$ cat config.mk
export PLATFORM = sky130hd
export DESIGN_NAME = sfa_div
export DESIGN_NICKNAME = d
export VERILOG_FILES = /design/src/hdl/sfa_pkg.sv /design/src/hdl/sfa_div.sv
export SDC_FILE = /design/constraint.sdc
export NUM_CORES = 1
export LEC_CHECK = 0
export ABC_AREA = 0
export BUFFER_PORTS_ARGS = -buffer_cell sky130_fd_sc_hd__buf_2
export CELL_PAD_IN_SITES_DETAIL_PLACEMENT = 2
export CELL_PAD_IN_SITES_GLOBAL_PLACEMENT = 2
export CORE_UTILIZATION = 38
export DETAILED_ROUTE_END_ITERATION = 8
export PLACE_DENSITY = 0.95
export SYNTH_ARGS = -nofsm -noshare
export SYNTH_HDL_FRONTEND = slang
export SYNTH_SLANG_ARGS = --single-unit
$ cat constraint.sdc
create_clock -name clk -period 14.5 [get_ports clk]
set_input_delay 2.9 -clock clk [delete_from_list [all_inputs] [get_ports clk]]
set_output_delay 2.9 -clock clk [all_outputs]
set_load 0.005 [all_outputs]
$ cat src/hdl/sfa_pkg.sv
// shared constants, types and saturation helpers for the sph force accumulator
`timescale 1ns / 1ps
package sfa_pkg;
  localparam int FRAC_BITS = 16;
  localparam int MASS_W = 31;
  localparam int DEN_W = 31;
  localparam int WORD_W = 32;
  localparam int SUM_W = 48;
  localparam int DIVD_W = 64;
  localparam int QUO_W = 48;
  localparam int REM_W = 32;
  localparam int PROD_W = 66;

  typedef logic signed [SUM_W-1:0] sum_t;

  typedef struct packed {
    logic              start;
    logic [DIVD_W-1:0] dividend;
    logic [DEN_W-1:0]  divisor;
  } div_req_t;

  typedef struct packed {
    logic             done;
    logic [QUO_W-1:0] quotient;
  } div_rsp_t;

  function automatic sum_t sat48(input logic signed [SUM_W+2:0] v);
    logic signed [SUM_W+2:0] hi;
    logic signed [SUM_W+2:0] lo;
    hi = (SUM_W+3)'({1'b0, {(SUM_W-1){1'b1}}});
    lo = -hi - (SUM_W+3)'(1);
    if (v > hi) return hi[SUM_W-1:0];
    if (v < lo) return lo[SUM_W-1:0];
    return v[SUM_W-1:0];
  endfunction

  function automatic logic [WORD_W-1:0] sat32(input logic signed [SUM_W+1:0] v);
    logic signed [SUM_W+1:0] hi;
    logic signed [SUM_W+1:0] lo;
    hi = (SUM_W+2)'({1'b0, {(WORD_W-1){1'b1}}});
    lo = -hi - (SUM_W+2)'(1);
    if (v > hi) return hi[WORD_W-1:0];
    if (v < lo) return lo[WORD_W-1:0];
    return v[WORD_W-1:0];
  endfunction
endpackage

$ cat src/hdl/sfa_div.sv
// shared restoring divider, one quotient bit per cycle
`timescale 1ns / 1ps
module sfa_div
  import sfa_pkg::*;
(
  input  logic     clk,
  input  logic     rst,
  input  div_req_t req,
  output div_rsp_t rsp
);
  logic [REM_W-1:0] rem;
  logic [QUO_W-1:0] quo;
  logic [DEN_W-1:0] den;
  logic [6:0]       cnt;
  logic             done;
  logic [REM_W-1:0] trial;
  logic             fits;

  always_comb begin
    trial = {rem[REM_W-2:0], quo[QUO_W-1]};
    fits = trial >= REM_W'(den);
  end

  always_ff @(posedge clk) begin
    if (rst) begin
      cnt <= '0;
      done <= 1'b0;
    end else begin
      done <= 1'b0;
      if (req.start) begin
        rem <= REM_W'(req.dividend[DIVD_W-1:QUO_W]);
        quo <= req.dividend[QUO_W-1:0];
        den <= req.divisor;
        cnt <= 7'(QUO_W);
      end else if (cnt != '0) begin
        rem <= fits ? trial - REM_W'(den) : trial;
        quo <= {quo[QUO_W-2:0], fits};
        cnt <= cnt - 7'd1;
        done <= (cnt == 7'd1);
      end
    end
  end

  assign rsp.done = done;
  assign rsp.quotient = quo;
endmodule

==> results.md <==
* Global-route wire length before repair at 39,200 um
* GP Congestion at 0.879
* Critical setup path kind: in -> reg
* Max-slew violations at 0
* Reg area at 3460 sq um
* Iteration-0 DRC Markers at approximately 410
* RR Endpoint: rem[15]
* HPWL Detailed at 16,600 um
* CP arrival at 5.68 ns
* Worst-path clk slew at 0.06 ns
* Synth top area share at 49.6%
* Hold path depth at 1
* Final core utilization at 47.9%
* DIE AREA at around 18,000 sq um
* Initial antenna violation count at 1
* DR pass1 iterations at 5
* CP endpoint kind: flop
* Total power at 1.31 mW
* Initial Util at 38.8%
* Routed Antenna Nets at 0
* Area delta synth->final at 23.7%
* CTS tree: done
* HP Class: reg -> reg
* Footprint of the multi-input gates at 2970 sq um
* R2r startpoint: quo[47]
* Metal3 WL at 1870 um
* Slew HR at between 30% and 40%
* Post-synth cell types at 59
* Num CTS Buffers at 17
* DR WL/cell at 26.5 um
* Outcome: finished clean
* Synth async-reset ratio at 0%
* Longest Clk Path Bufs at 2
* Setup bufs post-CTS at 0
* Worst Hold Launch: cnt[6]
* Total routed wirelength at about 26,000 um
* Pre-CTS WS at 8.47 ns
* DR top layer: met4
* Clock sink total at 118
* DRC violation count after routing at 0
* Reg-to-reg slack, setup at 10.28 ns
* Crit share post-route at 38.8%
* Fin. Hold Viols at 0
* Final setup violation count at 0
* Row Count at 48
* VDD IR max at 0.0753 mV
* Setup crit start: req[95]
* Worst Hold End: done
* RSZ-0062 raised after global routing: false
* Worst setup SP type: input port
* Register area share after synthesis at 52.0%
* CP peak stage delay at roughly 0.8 ns
* Worst Hold Slack at 0.501 ns
* Post-Syn Nets at 717
* DIE HEIGHT at 134 um
* Post-CTS resize count at 0
* Synth top area cells: edfxtp_1 50%, mux2_2 8.5%, ha_1 6.4%
* Worst skew pair latency at 0.43 ns
* Number of global-route vias before repair at 6,485
* Met2 wire len at 13,300 um
* Mapped cell area at 6660 sq um
* Nets@finish at 867
* Layout cells sized above 1 at between 30% and 40%
* Most common cell after layout, fill and taps aside: buf_2
* PwrDens at 159 nW/um^2
* Number of H-tree levels at 4
* Clock tree root buffer cell: clkbuf_16
* Least-Margin Pin Slew at just over 1 ns
* Reg2reg path depth at 12
* Req. time, crit path at 14.55 ns
* Synth area leader: edfxtp_1
* Core area at 17,200 sq um
* Worst-path cell chain: buf_2 -> buf_4 -> clkinv_1 -> buf_4 -> a31oi_4 -> buf_4
* Largest net degree at the start of global routing at 67
* Worst-path fanout max at 66
* Number of max-cap violations at 0
* Leakage at 3.49 nW
* Min cycle time layout at 5.63 ns
* Fillers at between 1,500 and 2,000
* Worst Skew at 0.0146 ns
* Yosys reg bits at approximately 120
* Syn avg cell area at 11.4 sq um
* DR vias at approximately 5,600
* Global Route Usage Sum at 29.8%
* Vias per cell at 5.78
* I/O pins at 147
* Cts hold-fix bufs at 0
* WL met1 at around 9700 um
* Port Buffers at roughly 150
* Fmax at ~0.18 GHz
* Mapped Cells at a little under 600
* DIE WIDTH at 134 um
* Synth Flop Type: edfxtp_1
* Most frequent cells in the layout: 146 x buf_2, 110 x edfxtp_1, 50 x mux2_2
* EDFF count, synth at 110
* CP dominant cell by count: buf_4
* Synth warn at 0
* Total grt overflow at 0
* Setup TNS at 0 ns
* Crit-path slowest cell: buf_4
* Final WS setup at 8.87 ns
per-stage QoR:
step	cell area (sq um)	cells
after floorplan	6660	584
after global placement	7640	940
after detailed placement	7640	940
after CTS	8230	972
after global routing	8230	972
final	8240	973
where the power goes:
part	internal [mW]	leakage (nW)	switching, mW
clock	0.257	0.282	0.184
combinational	0.152	2.08	0.252
sequential	0.432	1.13	0.0319
worst max-delay path, delay by kind of cell:
kind / cells / cell delay, ns
AO/OA/AOI/OAI: 1 / 0.61
buffers and inverters: 5 / 1.97
cells in the mapped netlist, types with 6 or more instances:
cell type and instances:
nand4_1 8, xnor2_1 13, mux2_2 50, a21oi_1 49, nor3_1 8, o21a_1 6
a21o_1 12, inv_1 40, o21ai_0 20, nand3_1 19, clkbuf_1 13, edfxtp_1 110
ha_1 34, o31ai_1 6, mux2i_1 18, xor2_1 12, nor2_1 41, dfxtp_1 8
nand2_1 40
cells by family (layout without fill, tap and decap cells):
| logic type | after synthesis | count (layout) | share of synthesized area [%] |
|---|---|---|---|
| AO/OA/AOI/OAI | 121 | 121 | 11.4 |
| buffers and inverters | 61 | 224 | 3.63 |
| AND/OR/NAND/NOR | 156 | 156 | 11.9 |
| adder cells (fa/ha/maj) | 35 | 35 | 6.69 |
| multiplexers | 68 | 68 | 11.2 |
| other | 0 | 1 | 0 |
| flip-flops | 118 | 118 | 52.0 |
| XOR/XNOR | 25 | 25 | 3.29 |
worst max-delay path by stage:
stage / to / slack, ns
floorplan: quo[0] / 6.76
global placement: rem[9] / 8.71
detailed placement: quo[7] / 8.47
CTS: quo[10] / 8.88
global route: rem[8] / 8.67
finish: quo[18] / 8.87
sequential cells by signal, summed over array words and instances, names as in the netlist:
name	count
quo	48
rem	31
den	31
done	1
cnt	7
metal layers:
layer | vias up | track usage, %
met3 | 56 | 9.67
met4 | 0 | 13.9
li1 | 2484 | -
met5 | - | 0
met2 | 254 | 52.4
met1 | 2828 | 32.5
final cells by class:
class / count / area share (%)
Clock buffer: 17 / 5.17
Tap cell: 225 / 3.42
Multi-Input combinational cell: 405 / 36.1
Sequential cell: 118 / 42.1
Clock inverter: 15 / 2.07
Antenna cell: 1 / 0.0304
Timing Repair Buffer: 151 / 9.33
Inverter: 41 / 1.87
Note: power is estimated with default switching activity, not from simulation.
